## src/hdl/rtss_pkg.sv

```systemverilog
// rtss_pkg: shared types and constants of the random trigger step sequencer
// used by every module of the block but rtss_ram; depends on nothing
`timescale 1ns / 1ps
`default_nettype none

package rtss_pkg;

    // configuration register indexes
    localparam int CFG_IDX_W = 1;
    localparam int CFG_DATA_W = 16;
    localparam logic [CFG_IDX_W-1:0] CFG_INTERNAL_PERIOD = 1'd0;
    localparam logic [CFG_IDX_W-1:0] CFG_PULSE_LENGTH = 1'd1;

    localparam logic [15:0] INTERNAL_PERIOD_RST = 16'd6000;
    localparam logic [11:0] PULSE_LENGTH_RST = 12'd2500;

    // loop modes
    localparam logic [1:0] LOOP_FREE = 2'd0;
    localparam logic [1:0] LOOP_16 = 2'd1;
    localparam logic [1:0] LOOP_32 = 2'd2;
    localparam logic [1:0] LOOP_ALL = 2'd3;

    // saturation limits of the control inputs
    localparam logic [6:0] PERCENT_MAX = 7'd100;
    localparam logic [2:0] RATCHET_MAX = 3'd5;

    // pitch = floor(x / 10000) with x = value * temperature * 36, by reciprocal
    localparam logic [18:0] PITCH_RECIP = 19'd429497;
    localparam int PITCH_SHIFT = 32;
    localparam logic [5:0] SEMIS = 6'd12;

    // scale rows, bit n set when semitone n belongs to the scale
    localparam logic [11:0] SCALE_MASKS [8] = '{
        12'hFFF, 12'hAB5, 12'h56B, 12'h6AD, 12'hAD5, 12'h5AB, 12'h6B5, 12'h5AD
    };

    // per-item control from the step counter front end
    typedef struct packed {
        logic       step_chg;
        logic [1:0] loop_sel;
        logic [2:0] scale_sel;
        logic [6:0] fval;
        logic [6:0] temp;
        logic [2:0] rep_arm;
    } t_front;

    // per-item result of the fire logic
    typedef struct packed {
        logic        trig;
        logic        set_note;
        logic [13:0] prod;
        logic [1:0]  loop_sel;
        logic [2:0]  scale_sel;
    } t_fire;

    // per-item data after the pitch stage
    typedef struct packed {
        logic       trig;
        logic       set_note;
        logic [5:0] pitch;
        logic [1:0] loop_sel;
        logic [2:0] scale_sel;
    } t_pitch;

endpackage

`default_nettype wire

```

## src/hdl/rtss_ram.sv

```systemverilog
// rtss_ram: generic single write port, single read port ram with registered read
// depends on nothing
`timescale 1ns / 1ps
`default_nettype none

module rtss_ram #(
    parameter int WIDTH = 7,
    parameter int DEPTH = 64
) (
    input  wire logic                     i_clk,
    input  wire logic                     i_we,
    input  wire logic [$clog2(DEPTH)-1:0] i_waddr,
    input  wire logic [WIDTH-1:0]         i_wdata,
    input  wire logic                     i_re,
    input  wire logic [$clog2(DEPTH)-1:0] i_raddr,
    output logic      [WIDTH-1:0]         o_rdata
);

    logic [WIDTH-1:0] r_mem [DEPTH];

    // write port
    always_ff @(posedge i_clk) begin
        if (i_we) begin
            r_mem[i_waddr] <= i_wdata;
        end
    end

    // registered read, old data on a same-address write
    always_ff @(posedge i_clk) begin
        if (i_re) begin
            o_rdata <= r_mem[i_raddr];
        end
    end

endmodule

`default_nettype wire

```

## src/hdl/rtss_front.sv

```systemverilog
// rtss_front: step counter, clock edge detect, tick divider, buttons, read index
// depends on rtss_pkg
`timescale 1ns / 1ps
`default_nettype none

module rtss_front #(
    parameter int STEPS = 64
) (
    input  wire logic                     i_clk,
    input  wire logic                     i_rst_n,
    input  wire logic                     i_accept,
    input  wire logic                     i_clock_connected,
    input  wire logic                     i_clock_high,
    input  wire logic                     i_loop_button,
    input  wire logic                     i_scale_button,
    input  wire logic [6:0]               i_density,
    input  wire logic [6:0]               i_temperature,
    input  wire logic [2:0]               i_ratchet,
    input  wire logic [6:0]               i_rand_gate,
    input  wire logic [6:0]               i_rand_value,
    input  wire logic [15:0]              i_internal_period,
    output rtss_pkg::t_front              o_front,
    output logic      [$clog2(STEPS)-1:0] o_step,
    output logic      [$clog2(STEPS)-1:0] o_rd_addr
);

    localparam int W = $clog2(STEPS);
    localparam int SW = W + 1;
    localparam logic [W-1:0] LAST = W'(STEPS - 1);
    localparam logic [SW-1:0] SPAN = SW'(STEPS);
    localparam logic [SW-1:0] OFF16 = SW'(STEPS - 16);
    localparam logic [SW-1:0] OFF32 = SW'(STEPS - 32);
    localparam logic [W-1:0] MASK16 = W'(15);
    localparam logic [W-1:0] MASK32 = W'(31);

    logic [W-1:0]  r_step;
    logic [15:0]   r_tick;
    logic          r_clock_seen;
    logic [1:0]    r_loop_sel;
    logic [W-1:0]  r_loop_origin;
    logic [2:0]    r_scale_sel;
    logic          r_loop_btn_prev;
    logic          r_scale_btn_prev;

    logic [W-1:0]  n_step;
    logic [15:0]   n_tick;
    logic          n_clock_seen;
    logic [1:0]    n_loop_sel;
    logic [W-1:0]  n_loop_origin;
    logic [2:0]    n_scale_sel;

    logic          advance;
    logic [15:0]   tick_inc;
    logic [W-1:0]  step_adv;
    logic [6:0]    dens_sat;
    logic [6:0]    temp_sat;
    logic [6:0]    rval_sat;
    logic [2:0]    rat_sat;
    logic [W-1:0]  step_mod;
    logic [SW-1:0] offset;
    logic [SW-1:0] idx_sum;
    logic [SW-1:0] idx_wrap;

    // clock edge or internal divider decides the step advance
    always_comb begin
        tick_inc = r_tick + 16'd1;
        n_tick = r_tick;
        n_clock_seen = r_clock_seen;
        advance = 1'b0;
        if (i_clock_connected) begin
            n_clock_seen = i_clock_high;
            if (i_clock_high && !r_clock_seen) begin
                advance = 1'b1;
                n_tick = '0;
            end
        end else begin
            if (tick_inc == i_internal_period) begin
                advance = 1'b1;
                n_tick = '0;
            end else begin
                n_tick = tick_inc;
            end
        end
        step_adv = (r_step >= LAST) ? '0 : r_step + W'(1);
        n_step = advance ? step_adv : r_step;
    end

    // loop and scale buttons, rising edge steps the mode
    always_comb begin
        n_loop_sel = r_loop_sel;
        n_loop_origin = r_loop_origin;
        n_scale_sel = r_scale_sel;
        if (i_loop_button && !r_loop_btn_prev) begin
            n_loop_sel = r_loop_sel + 2'd1;
            if (n_loop_sel == rtss_pkg::LOOP_16) begin
                n_loop_origin = n_step;
            end
        end
        if (i_scale_button && !r_scale_btn_prev) begin
            n_scale_sel = r_scale_sel + 3'd1;
        end
    end

    // read index relative to the loop origin
    always_comb begin
        unique case (n_loop_sel)
            rtss_pkg::LOOP_16: begin
                step_mod = n_step & MASK16;
                offset = OFF16;
            end
            rtss_pkg::LOOP_32: begin
                step_mod = n_step & MASK32;
                offset = OFF32;
            end
            default: begin
                step_mod = n_step;
                offset = '0;
            end
        endcase
        idx_sum = SW'(step_mod) + SW'(n_loop_origin) + offset;
        idx_wrap = (idx_sum >= SPAN) ? idx_sum - SPAN : idx_sum;
        o_rd_addr = (n_loop_sel == rtss_pkg::LOOP_FREE) ? n_step : idx_wrap[W-1:0];
    end

    // saturate controls and draw the free-mode value
    always_comb begin
        dens_sat = (i_density > rtss_pkg::PERCENT_MAX) ? rtss_pkg::PERCENT_MAX : i_density;
        temp_sat = (i_temperature > rtss_pkg::PERCENT_MAX) ? rtss_pkg::PERCENT_MAX
                                                           : i_temperature;
        rval_sat = (i_rand_value > rtss_pkg::PERCENT_MAX) ? rtss_pkg::PERCENT_MAX
                                                          : i_rand_value;
        rat_sat = (i_ratchet > rtss_pkg::RATCHET_MAX) ? rtss_pkg::RATCHET_MAX : i_ratchet;

        o_front.step_chg = advance;
        o_front.loop_sel = n_loop_sel;
        o_front.scale_sel = n_scale_sel;
        o_front.fval = (i_rand_gate <= dens_sat) ? rval_sat : 7'd0;
        o_front.temp = temp_sat;
        o_front.rep_arm = (rat_sat != 3'd0) ? rat_sat - 3'd1 : 3'd0;
        o_step = n_step;
    end

    // state update on each accepted item
    always_ff @(posedge i_clk) begin
        if (!i_rst_n) begin
            r_step <= '0;
            r_tick <= '0;
            r_clock_seen <= 1'b0;
            r_loop_sel <= rtss_pkg::LOOP_FREE;
            r_loop_origin <= '0;
            r_scale_sel <= '0;
            r_loop_btn_prev <= 1'b0;
            r_scale_btn_prev <= 1'b0;
        end else if (i_accept) begin
            r_step <= n_step;
            r_tick <= n_tick;
            r_clock_seen <= n_clock_seen;
            r_loop_sel <= n_loop_sel;
            r_loop_origin <= n_loop_origin;
            r_scale_sel <= n_scale_sel;
            r_loop_btn_prev <= i_loop_button;
            r_scale_btn_prev <= i_scale_button;
        end
    end

endmodule

`default_nettype wire

```

## src/hdl/rtss_core.sv

```systemverilog
// rtss_core: step store read-modify-write, ratchet and pulse timer
// depends on rtss_pkg; drives the write port of the step store ram
`timescale 1ns / 1ps
`default_nettype none

module rtss_core #(
    parameter int STEPS = 64
) (
    input  wire logic                     i_clk,
    input  wire logic                     i_rst_n,
    input  wire logic                     i_accept,
    input  wire rtss_pkg::t_front         i_front,
    input  wire logic [$clog2(STEPS)-1:0] i_step,
    input  wire logic [$clog2(STEPS)-1:0] i_rd_addr,
    input  wire logic [11:0]              i_pulse_length,
    input  wire logic [6:0]               i_rdata,
    input  wire logic                     i_next_ready,
    output logic                          o_ready,
    output logic                          o_fire_valid,
    output rtss_pkg::t_fire               o_fire,
    output logic                          o_we,
    output logic      [$clog2(STEPS)-1:0] o_waddr,
    output logic      [6:0]               o_wdata
);

    localparam int W = $clog2(STEPS);

    logic             r_v1;
    rtss_pkg::t_front r_f;
    logic [W-1:0]     r_step;
    logic [2:0]       r_rep;
    logic [11:0]      r_pulse;
    logic [STEPS-1:0] r_vld;
    logic             r_rd_vld;
    logic             r_fwd_hit;
    logic [6:0]       r_fwd_data;

    logic [2:0]       n_rep;
    logic [11:0]      n_pulse;
    logic [11:0]      pulse_set;
    logic             s1_move;
    logic [6:0]       stored;
    logic [6:0]       value;
    logic             set_note;
    logic             trig;

    assign s1_move = r_v1 && i_next_ready;
    assign o_ready = !r_v1 || i_next_ready;

    // free-mode write of the newly reached step
    assign o_we = s1_move && r_f.step_chg && (r_f.loop_sel == rtss_pkg::LOOP_FREE)
                  && (r_rep == 3'd0);
    assign o_waddr = r_step;
    assign o_wdata = r_f.fval;

    // stored value, forwarded when written at the edge of the read
    always_comb begin
        if (r_fwd_hit) begin
            stored = r_fwd_data;
        end else if (r_rd_vld) begin
            stored = i_rdata;
        end else begin
            stored = '0;
        end
        value = (r_f.loop_sel == rtss_pkg::LOOP_FREE) ? r_f.fval : stored;
    end

    // ratchet repeat or fresh fire, then the pulse timer
    always_comb begin
        n_rep = r_rep;
        pulse_set = r_pulse;
        set_note = 1'b0;
        if (r_f.step_chg) begin
            if (r_rep != 3'd0) begin
                n_rep = r_rep - 3'd1;
                pulse_set = i_pulse_length;
            end else if (value != 7'd0) begin
                set_note = 1'b1;
                pulse_set = i_pulse_length;
                n_rep = r_f.rep_arm;
            end
        end
        trig = (pulse_set != 12'd0);
        n_pulse = trig ? pulse_set - 12'd1 : pulse_set;

        o_fire_valid = r_v1;
        o_fire.trig = trig;
        o_fire.set_note = set_note;
        o_fire.prod = 14'({7'd0, value} * {7'd0, r_f.temp});
        o_fire.loop_sel = r_f.loop_sel;
        o_fire.scale_sel = r_f.scale_sel;
    end

    // stage register behind the store read
    always_ff @(posedge i_clk) begin
        if (!i_rst_n) begin
            r_v1 <= 1'b0;
        end else if (i_accept) begin
            r_v1 <= 1'b1;
        end else if (s1_move) begin
            r_v1 <= 1'b0;
        end
    end

    always_ff @(posedge i_clk) begin
        if (i_accept) begin
            r_f <= i_front;
            r_step <= i_step;
        end
    end

    // entry valid bits and same-edge forwarding, in step with the ram read
    always_ff @(posedge i_clk) begin
        if (!i_rst_n) begin
            r_vld <= '0;
            r_rd_vld <= 1'b0;
            r_fwd_hit <= 1'b0;
        end else begin
            if (o_we) begin
                r_vld[o_waddr] <= 1'b1;
            end
            if (i_accept) begin
                r_rd_vld <= r_vld[i_rd_addr];
                r_fwd_hit <= o_we && (o_waddr == i_rd_addr);
            end
        end
    end

    always_ff @(posedge i_clk) begin
        if (i_accept) begin
            r_fwd_data <= o_wdata;
        end
    end

    // ratchet and pulse state
    always_ff @(posedge i_clk) begin
        if (!i_rst_n) begin
            r_rep <= '0;
            r_pulse <= '0;
        end else if (s1_move) begin
            r_rep <= n_rep;
            r_pulse <= n_pulse;
        end
    end

endmodule

`default_nettype wire

```

## src/hdl/rtss_note.sv

```systemverilog
// rtss_note: pitch by reciprocal multiply, scale quantiser, held note, output register
// depends on rtss_pkg
`timescale 1ns / 1ps
`default_nettype none

module rtss_note (
    input  wire logic            i_clk,
    input  wire logic            i_rst_n,
    input  wire logic            i_fire_valid,
    input  wire rtss_pkg::t_fire i_fire,
    output logic                 o_ready,
    output logic                 o_out_valid,
    input  wire logic            i_out_stall,
    output logic                 o_trigger,
    output logic [5:0]           o_note,
    output logic [1:0]           o_loop_mode,
    output logic [2:0]           o_scale_row
);

    logic              r_v2;
    rtss_pkg::t_fire   r_s2;
    logic              r_v3;
    rtss_pkg::t_pitch  r_s3;
    logic [5:0]        r_held;

    logic              ready_out;
    logic              ready3;
    logic              move2;
    logic              move3;
    logic [18:0]       x36;
    logic [37:0]       recip_prod;
    rtss_pkg::t_pitch  n_s3;
    logic [5:0]        pitch_mod;
    logic [5:0]        quant;
    logic [5:0]        n_held;

    // bubble-collapsing handshake through the three stages
    assign ready_out = !o_out_valid || !i_out_stall;
    assign move3 = r_v3 && ready_out;
    assign ready3 = !r_v3 || ready_out;
    assign move2 = r_v2 && ready3;
    assign o_ready = !r_v2 || ready3;

    // pitch = floor(prod * 36 / 10000)
    always_comb begin
        x36 = {r_s2.prod, 5'd0} + {2'd0, r_s2.prod, 2'd0} + 19'd0;
        recip_prod = 38'({19'd0, x36} * {19'd0, rtss_pkg::PITCH_RECIP});
        n_s3.trig = r_s2.trig;
        n_s3.set_note = r_s2.set_note;
        n_s3.pitch = recip_prod[rtss_pkg::PITCH_SHIFT +: 6];
        n_s3.loop_sel = r_s2.loop_sel;
        n_s3.scale_sel = r_s2.scale_sel;
    end

    // quantise to the scale: next semitone up when out of scale
    always_comb begin
        if (r_s3.pitch < rtss_pkg::SEMIS) begin
            pitch_mod = r_s3.pitch;
        end else if (r_s3.pitch < 6'(2 * rtss_pkg::SEMIS)) begin
            pitch_mod = r_s3.pitch - rtss_pkg::SEMIS;
        end else if (r_s3.pitch < 6'(3 * rtss_pkg::SEMIS)) begin
            pitch_mod = r_s3.pitch - 6'(2 * rtss_pkg::SEMIS);
        end else begin
            pitch_mod = r_s3.pitch - 6'(3 * rtss_pkg::SEMIS);
        end
        quant = rtss_pkg::SCALE_MASKS[r_s3.scale_sel][pitch_mod[3:0]] ? r_s3.pitch
                                                                       : r_s3.pitch + 6'd1;
        n_held = r_s3.set_note ? quant : r_held;
    end

    // stage valids
    always_ff @(posedge i_clk) begin
        if (!i_rst_n) begin
            r_v2 <= 1'b0;
            r_v3 <= 1'b0;
            o_out_valid <= 1'b0;
            r_held <= '0;
        end else begin
            if (o_ready) begin
                r_v2 <= i_fire_valid;
            end
            if (ready3) begin
                r_v3 <= r_v2;
            end
            if (ready_out) begin
                o_out_valid <= r_v3;
            end
            if (move3) begin
                r_held <= n_held;
            end
        end
    end

    // stage payloads
    always_ff @(posedge i_clk) begin
        if (o_ready && i_fire_valid) begin
            r_s2 <= i_fire;
        end
        if (move2) begin
            r_s3 <= n_s3;
        end
        if (move3) begin
            o_trigger <= r_s3.trig;
            o_note <= n_held;
            o_loop_mode <= r_s3.loop_sel;
            o_scale_row <= r_s3.scale_sel;
        end
    end

endmodule

`default_nettype wire

```

## src/hdl/random_trigger_step_sequencer_top.sv

```systemverilog
// random_trigger_step_sequencer_top: top level, configuration registers and wiring
// depends on rtss_pkg, rtss_ram, rtss_front, rtss_core, rtss_note
//
//  channel | valid        | stall        | payload
//  --------+--------------+--------------+------------------------------------------
//  input   | i_in_valid   | o_in_stall   | i_clock_connected .. i_rand_value
//  output  | o_out_valid  | i_out_stall  | o_trigger, o_note, o_loop_mode, o_scale_row
//  config  | i_cfg_we     | none         | i_cfg_index, i_cfg_data
//
// one item per clock while o_in_stall is low; an accepted item passes in order through
// store read and fire logic, reciprocal multiply, quantiser and output register
// the step store is a STEPS-entry ram read once per item and written at most once per item;
// a same-entry read and write on one edge is forwarded
// reset clears the store at once through per-entry valid bits, so items are taken
// from the first cycle after reset
// o_in_stall rises only when every stage holds an item and i_out_stall is high
`timescale 1ns / 1ps
`default_nettype none

module random_trigger_step_sequencer_top #(
    parameter int STEPS = 64
) (
    input  wire logic                               i_clk,
    input  wire logic                               i_rst_n,
    input  wire logic                               i_cfg_we,
    input  wire logic [rtss_pkg::CFG_IDX_W-1:0]     i_cfg_index,
    input  wire logic [rtss_pkg::CFG_DATA_W-1:0]    i_cfg_data,
    input  wire logic                               i_in_valid,
    output logic                                    o_in_stall,
    input  wire logic                               i_clock_connected,
    input  wire logic                               i_clock_high,
    input  wire logic                               i_loop_button,
    input  wire logic                               i_scale_button,
    input  wire logic [6:0]                         i_density,
    input  wire logic [6:0]                         i_temperature,
    input  wire logic [2:0]                         i_ratchet,
    input  wire logic [6:0]                         i_rand_gate,
    input  wire logic [6:0]                         i_rand_value,
    output logic                                    o_out_valid,
    input  wire logic                               i_out_stall,
    output logic                                    o_trigger,
    output logic [5:0]                              o_note,
    output logic [1:0]                              o_loop_mode,
    output logic [2:0]                              o_scale_row
);

    localparam int W = $clog2(STEPS);

    logic [15:0]      r_internal_period;
    logic [11:0]      r_pulse_length;

    logic             accept;
    logic             core_ready;
    logic             note_ready;
    rtss_pkg::t_front front;
    logic [W-1:0]     step;
    logic [W-1:0]     rd_addr;
    logic             fire_valid;
    rtss_pkg::t_fire  fire;
    logic             ram_we;
    logic [W-1:0]     ram_waddr;
    logic [6:0]       ram_wdata;
    logic [6:0]       ram_rdata;

    assign accept = i_in_valid && core_ready;
    assign o_in_stall = !core_ready;

    // configuration registers
    always_ff @(posedge i_clk) begin
        if (!i_rst_n) begin
            r_internal_period <= rtss_pkg::INTERNAL_PERIOD_RST;
            r_pulse_length <= rtss_pkg::PULSE_LENGTH_RST;
        end else if (i_cfg_we) begin
            unique case (i_cfg_index)
                rtss_pkg::CFG_INTERNAL_PERIOD: r_internal_period <= i_cfg_data;
                rtss_pkg::CFG_PULSE_LENGTH:    r_pulse_length <= i_cfg_data[11:0];
            endcase
        end
    end

    rtss_front #(
        .STEPS(STEPS)
    ) u_front (
        .i_clk             (i_clk),
        .i_rst_n           (i_rst_n),
        .i_accept          (accept),
        .i_clock_connected (i_clock_connected),
        .i_clock_high      (i_clock_high),
        .i_loop_button     (i_loop_button),
        .i_scale_button    (i_scale_button),
        .i_density         (i_density),
        .i_temperature     (i_temperature),
        .i_ratchet         (i_ratchet),
        .i_rand_gate       (i_rand_gate),
        .i_rand_value      (i_rand_value),
        .i_internal_period (r_internal_period),
        .o_front           (front),
        .o_step            (step),
        .o_rd_addr         (rd_addr)
    );

    // step store
    rtss_ram #(
        .WIDTH(7),
        .DEPTH(STEPS)
    ) u_store (
        .i_clk   (i_clk),
        .i_we    (ram_we),
        .i_waddr (ram_waddr),
        .i_wdata (ram_wdata),
        .i_re    (accept),
        .i_raddr (rd_addr),
        .o_rdata (ram_rdata)
    );

    rtss_core #(
        .STEPS(STEPS)
    ) u_core (
        .i_clk          (i_clk),
        .i_rst_n        (i_rst_n),
        .i_accept       (accept),
        .i_front        (front),
        .i_step         (step),
        .i_rd_addr      (rd_addr),
        .i_pulse_length (r_pulse_length),
        .i_rdata        (ram_rdata),
        .i_next_ready   (note_ready),
        .o_ready        (core_ready),
        .o_fire_valid   (fire_valid),
        .o_fire         (fire),
        .o_we           (ram_we),
        .o_waddr        (ram_waddr),
        .o_wdata        (ram_wdata)
    );

    rtss_note u_note (
        .i_clk        (i_clk),
        .i_rst_n      (i_rst_n),
        .i_fire_valid (fire_valid),
        .i_fire       (fire),
        .o_ready      (note_ready),
        .o_out_valid  (o_out_valid),
        .i_out_stall  (i_out_stall),
        .o_trigger    (o_trigger),
        .o_note       (o_note),
        .o_loop_mode  (o_loop_mode),
        .o_scale_row  (o_scale_row)
    );

endmodule

`default_nettype wire

```

## config.mk

```make
export PLATFORM = sky130hd
export DESIGN_NAME = random_trigger_step_sequencer_top
export DESIGN_NICKNAME = d
export VERILOG_FILES = /design/src/hdl/rtss_pkg.sv /design/src/hdl/rtss_ram.sv /design/src/hdl/rtss_front.sv /design/src/hdl/rtss_core.sv /design/src/hdl/rtss_note.sv /design/src/hdl/random_trigger_step_sequencer_top.sv
export SDC_FILE = /design/constraint.sdc
export NUM_CORES = 1
export LEC_CHECK = 0
export CORE_MARGIN = 1
export CORE_UTILIZATION = 50
export DETAILED_ROUTE_END_ITERATION = 8
export DONT_BUFFER_PORTS = 1
export MAX_ROUTING_LAYER = met4
export PLACE_DENSITY = 0.63
export SETUP_SLACK_MARGIN = 0.02
export SYNTH_ARGS = -nofsm -noshare
export SYNTH_HDL_FRONTEND = slang
export SYNTH_SLANG_ARGS = --single-unit
```

## constraint.sdc

```tcl
create_clock -name i_clk -period 15.5 [get_ports i_clk]
set_input_delay 3.1 -clock i_clk [delete_from_list [all_inputs] [get_ports i_clk]]
set_output_delay 3.1 -clock i_clk [all_outputs]
set_load 0.01 [all_outputs]
```

==> key figures <==
Timing
  • RSZ-0062 raised after global routing: false
  • Period utilization: 0.624
  • Final worst slack: approximately 6 ns
  • Final setup viols: 0
  • Final setup skew: 0.0316 ns
  • Fin Setup TNS: 0 ns
  • Hold Vio Cnt, Final: 0
  • Crit path time final: 9.67 ns
  • Count of pins over their slew limit: 0
  • Slew margin rel.: 0.166
  • Actual slew at the worst max-slew pin: approximately 1.2 ns
  • Fmax: 103 MHz

Cells and area
  • Fraction of layout cells with a size suffix above 1: 0.0532
  • Layout Utilization: 0.548
  • Final nets: 3661
  • Final instance area: ~40000 um2
  • P&R area growth vs syn: 8.54%

Setup path
  • CP Class: flip-flop to flip-flop
  • CP Launch Type: flip-flop
  • Crit path max-delay cell type: xor2_1
  • CP Capture Type: flip-flop
  • Critical path arrival: roughly 10 ns
  • Largest stage delay on the critical path: 0.58 ns
  • CP required: 15.86 ns
  • Crit-path max FO: 8

Die
  • DIE AREA: 76100 um2
  • I/O Pins: between 70 and 80
  • DIE WIDTH: ~280 um
  • Core area: 74300 um2
  • # rows: 100
  • Die Y: 276 um
  • Initial Util: 0.505

Synthesis
  • Part of the Yosys area used for sequential elements: 0.513
  • Mapped Nets: between 3000 and 4000
  • Top post-synthesis cells by count: edfxtp_1 (537), nand2_1 (432), inv_1 (341)
  • Count leader, synth: edfxtp_1
  • Post-synth top area share: 0.430
  • XOR/XNOR Fraction of Synth Area: 0.0229
  • Register bit total from synthesis: about 690
  • Simple-gate share of the synthesized area: 0.111
  • Avg Inst Size Synth: 11.4 um2
  • Synth Area in Compound Gates: 0.108
  • EDFF count, synth: 537
  • Synth cell types: 83
  • Synth top area cells: edfxtp_1 (43%), dfxtp_1 (8.3%), fa_1 (7.5%)
  • Ys flop type: edfxtp_1
  • Mapped cell area: 37500 um2
  • Synth warn: 0
  • Gate Count Post-Synth: 3304
  • Adder-Cell Fraction of Synth Area: 0.146
  • Multiplexer share of the synthesized area: 0.0444
  • Share of flip-flops with an asynchronous set or reset: 0
  • Area leader, netlist: edfxtp_1
  • Largest family of logic cells by synthesized area: adder cells

Clocking
  • Clock root buffer: clkbuf_16
  • Clock transition at path regs: 0.06 ns
  • TritonCTS clock tree: done
  • Post-CTS Hold Buffers: 0
  • CTS HTree Levels: 3
  • Clock buffer depth: 3
  • # resized after CTS: 0
  • Post-CTS Setup Bufs: 0
  • CTS Sinks: ~690
  • CTS buffer count: between 70 and 80
  • Clock insertion delay at the later pin of the skew report: 0.64 ns

Detailed routing
  • WL/cell: 21.4 um
  • Vias: about 25000
  • Vias per std cell: 5.83
  • Detail Route Antenna Nets: 0
  • Drt pass-1 iters: 7
  • 1st-iter DRT viols: 2290
  • Detailed Route WL: 91.4 mm
  • Number of remaining DRC errors: 0

Global routing
  • First-pass GRT wire length: 142 mm
  • Overflow after GRT: 0
  • GRT Resource Usage Total: 0.250
  • Largest net degree at the start of global routing: 173
  • Initial antenna violation count: 1
  • Number of global-route vias before repair: 24500

Worst hold path
  • Worst min path class: flip-flop to flip-flop

Outcome
  • Status: finished clean

Place
  • PortBufs: 0
  • Post-DP HPWL: 59.8 mm
  • Worst slack, placed: 5.84 ns
  • GPL Wtd Cong: about 0.89
  • Post-DP Area: ~38000 um2

Run
  • Max-Cap Viols: 0
-- registers in the layout (all words and copies together), names as in the netlist, 7 cells and up --
name	count
r_internal_period	16
r_pulse_length	12
u_core.o_wdata	7
u_core.r_f	11
u_core.r_fwd_data	7
u_core.r_pulse	12
u_core.r_vld	64
u_front.r_tick	16
u_note.n_s3	7
u_note.r_s2	14
u_note.r_s3	13
u_store.o_rdata	7
u_store.r_mem	448
-- final timing paths --
kind,endpoint,startpoint,cells past startpoint,slack (ns)
max reg2reg,u_note.r_s3[10],u_note.r_s2[5],34,5.83
min,u_note.o_trigger,u_note.r_s3[12],0,0.42
max,u_note.r_s3[10],u_note.r_s2[5],34,5.83
min reg2reg,u_note.o_trigger,u_note.r_s3[12],0,0.42
-- routing by layer --
layer  GRT usage  up-vias  wire length (um)
li1            -    11600                 -
met1       0.342    12300             40500
met2       0.390      818             42900
met3      0.0303      161              5490
met4      0.0778        0              2480
met5           -        -                 0
-- final cells by class --
type | instances | area, um2
Tap cell | 969 | 1210
Inverter | 343 | 1290
Multi-Input combinational cell | 2107 | 16300
Antenna cell | 1 | 2.50
Timing Repair Buffer | 30 | 238
Sequential cell | 692 | 19200
Clock inverter | 31 | 395
Clock buffer | 106 | 2040
Fill cell | 6253 | 33600
-- cells by family after synthesis --
kind of cell / Yosys count
buffers and inverters: 505
AOI/OAI and AO/OA: 575
xor gates and xnor gates: 98
DFF: 692
adders and majority gates: 354
and+or+nand+nor: 916
muxes: 164
-- cells in the final DEF, fill, tap and decap left out, types with 14 or more instances in the layout --
| cell | count |
|---|---|
| nand2_1 | 432 |
| mux2i_1 | 145 |
| xor2_1 | 25 |
| xnor2_1 | 73 |
| mux2_2 | 19 |
| clkbuf_16 | 76 |
| o21bai_1 | 14 |
| clkbuf_1 | 27 |
| buf_4 | 29 |
| a311o_1 | 15 |
| ha_1 | 214 |
| o211ai_1 | 35 |
| a211oi_1 | 51 |
| a311oi_1 | 66 |
| edfxtp_1 | 537 |
| and2_1 | 40 |
| a21oi_1 | 95 |
| o21ai_0 | 65 |
| a31oi_1 | 56 |
| fa_1 | 140 |
| a21o_1 | 20 |
| nand3_1 | 121 |
| o21a_1 | 74 |
| a21boi_0 | 16 |
| nor3_1 | 21 |
| nor2_1 | 165 |
| nor2b_1 | 32 |
| inv_1 | 341 |
| dfxtp_1 | 155 |
-- per-stage QoR --
stage                     instances  hold WS, ns
after floorplan                3304        0.400
after detailed placement       4141        0.405
after global routing           4279        0.436
final                          4279        0.419
after global placement         4141        0.402
after CTS                      4278        0.418
-- worst max-delay path: cells and delay by family, from the launching register on --
family | cells | cell delay, ns
and+or+nand+nor | 2 | 0.16
AOI/OAI and AO/OA | 19 | 3.87
xor gates and xnor gates | 1 | 0.58
adders and majority gates | 9 | 3.93
buffers and inverters | 3 | 0.33
DFF | 1 | 0.52
Power is left out: the tool's default activity adds up to more than one toggle a clock period on the data nets, which glitch-free logic cannot reach.
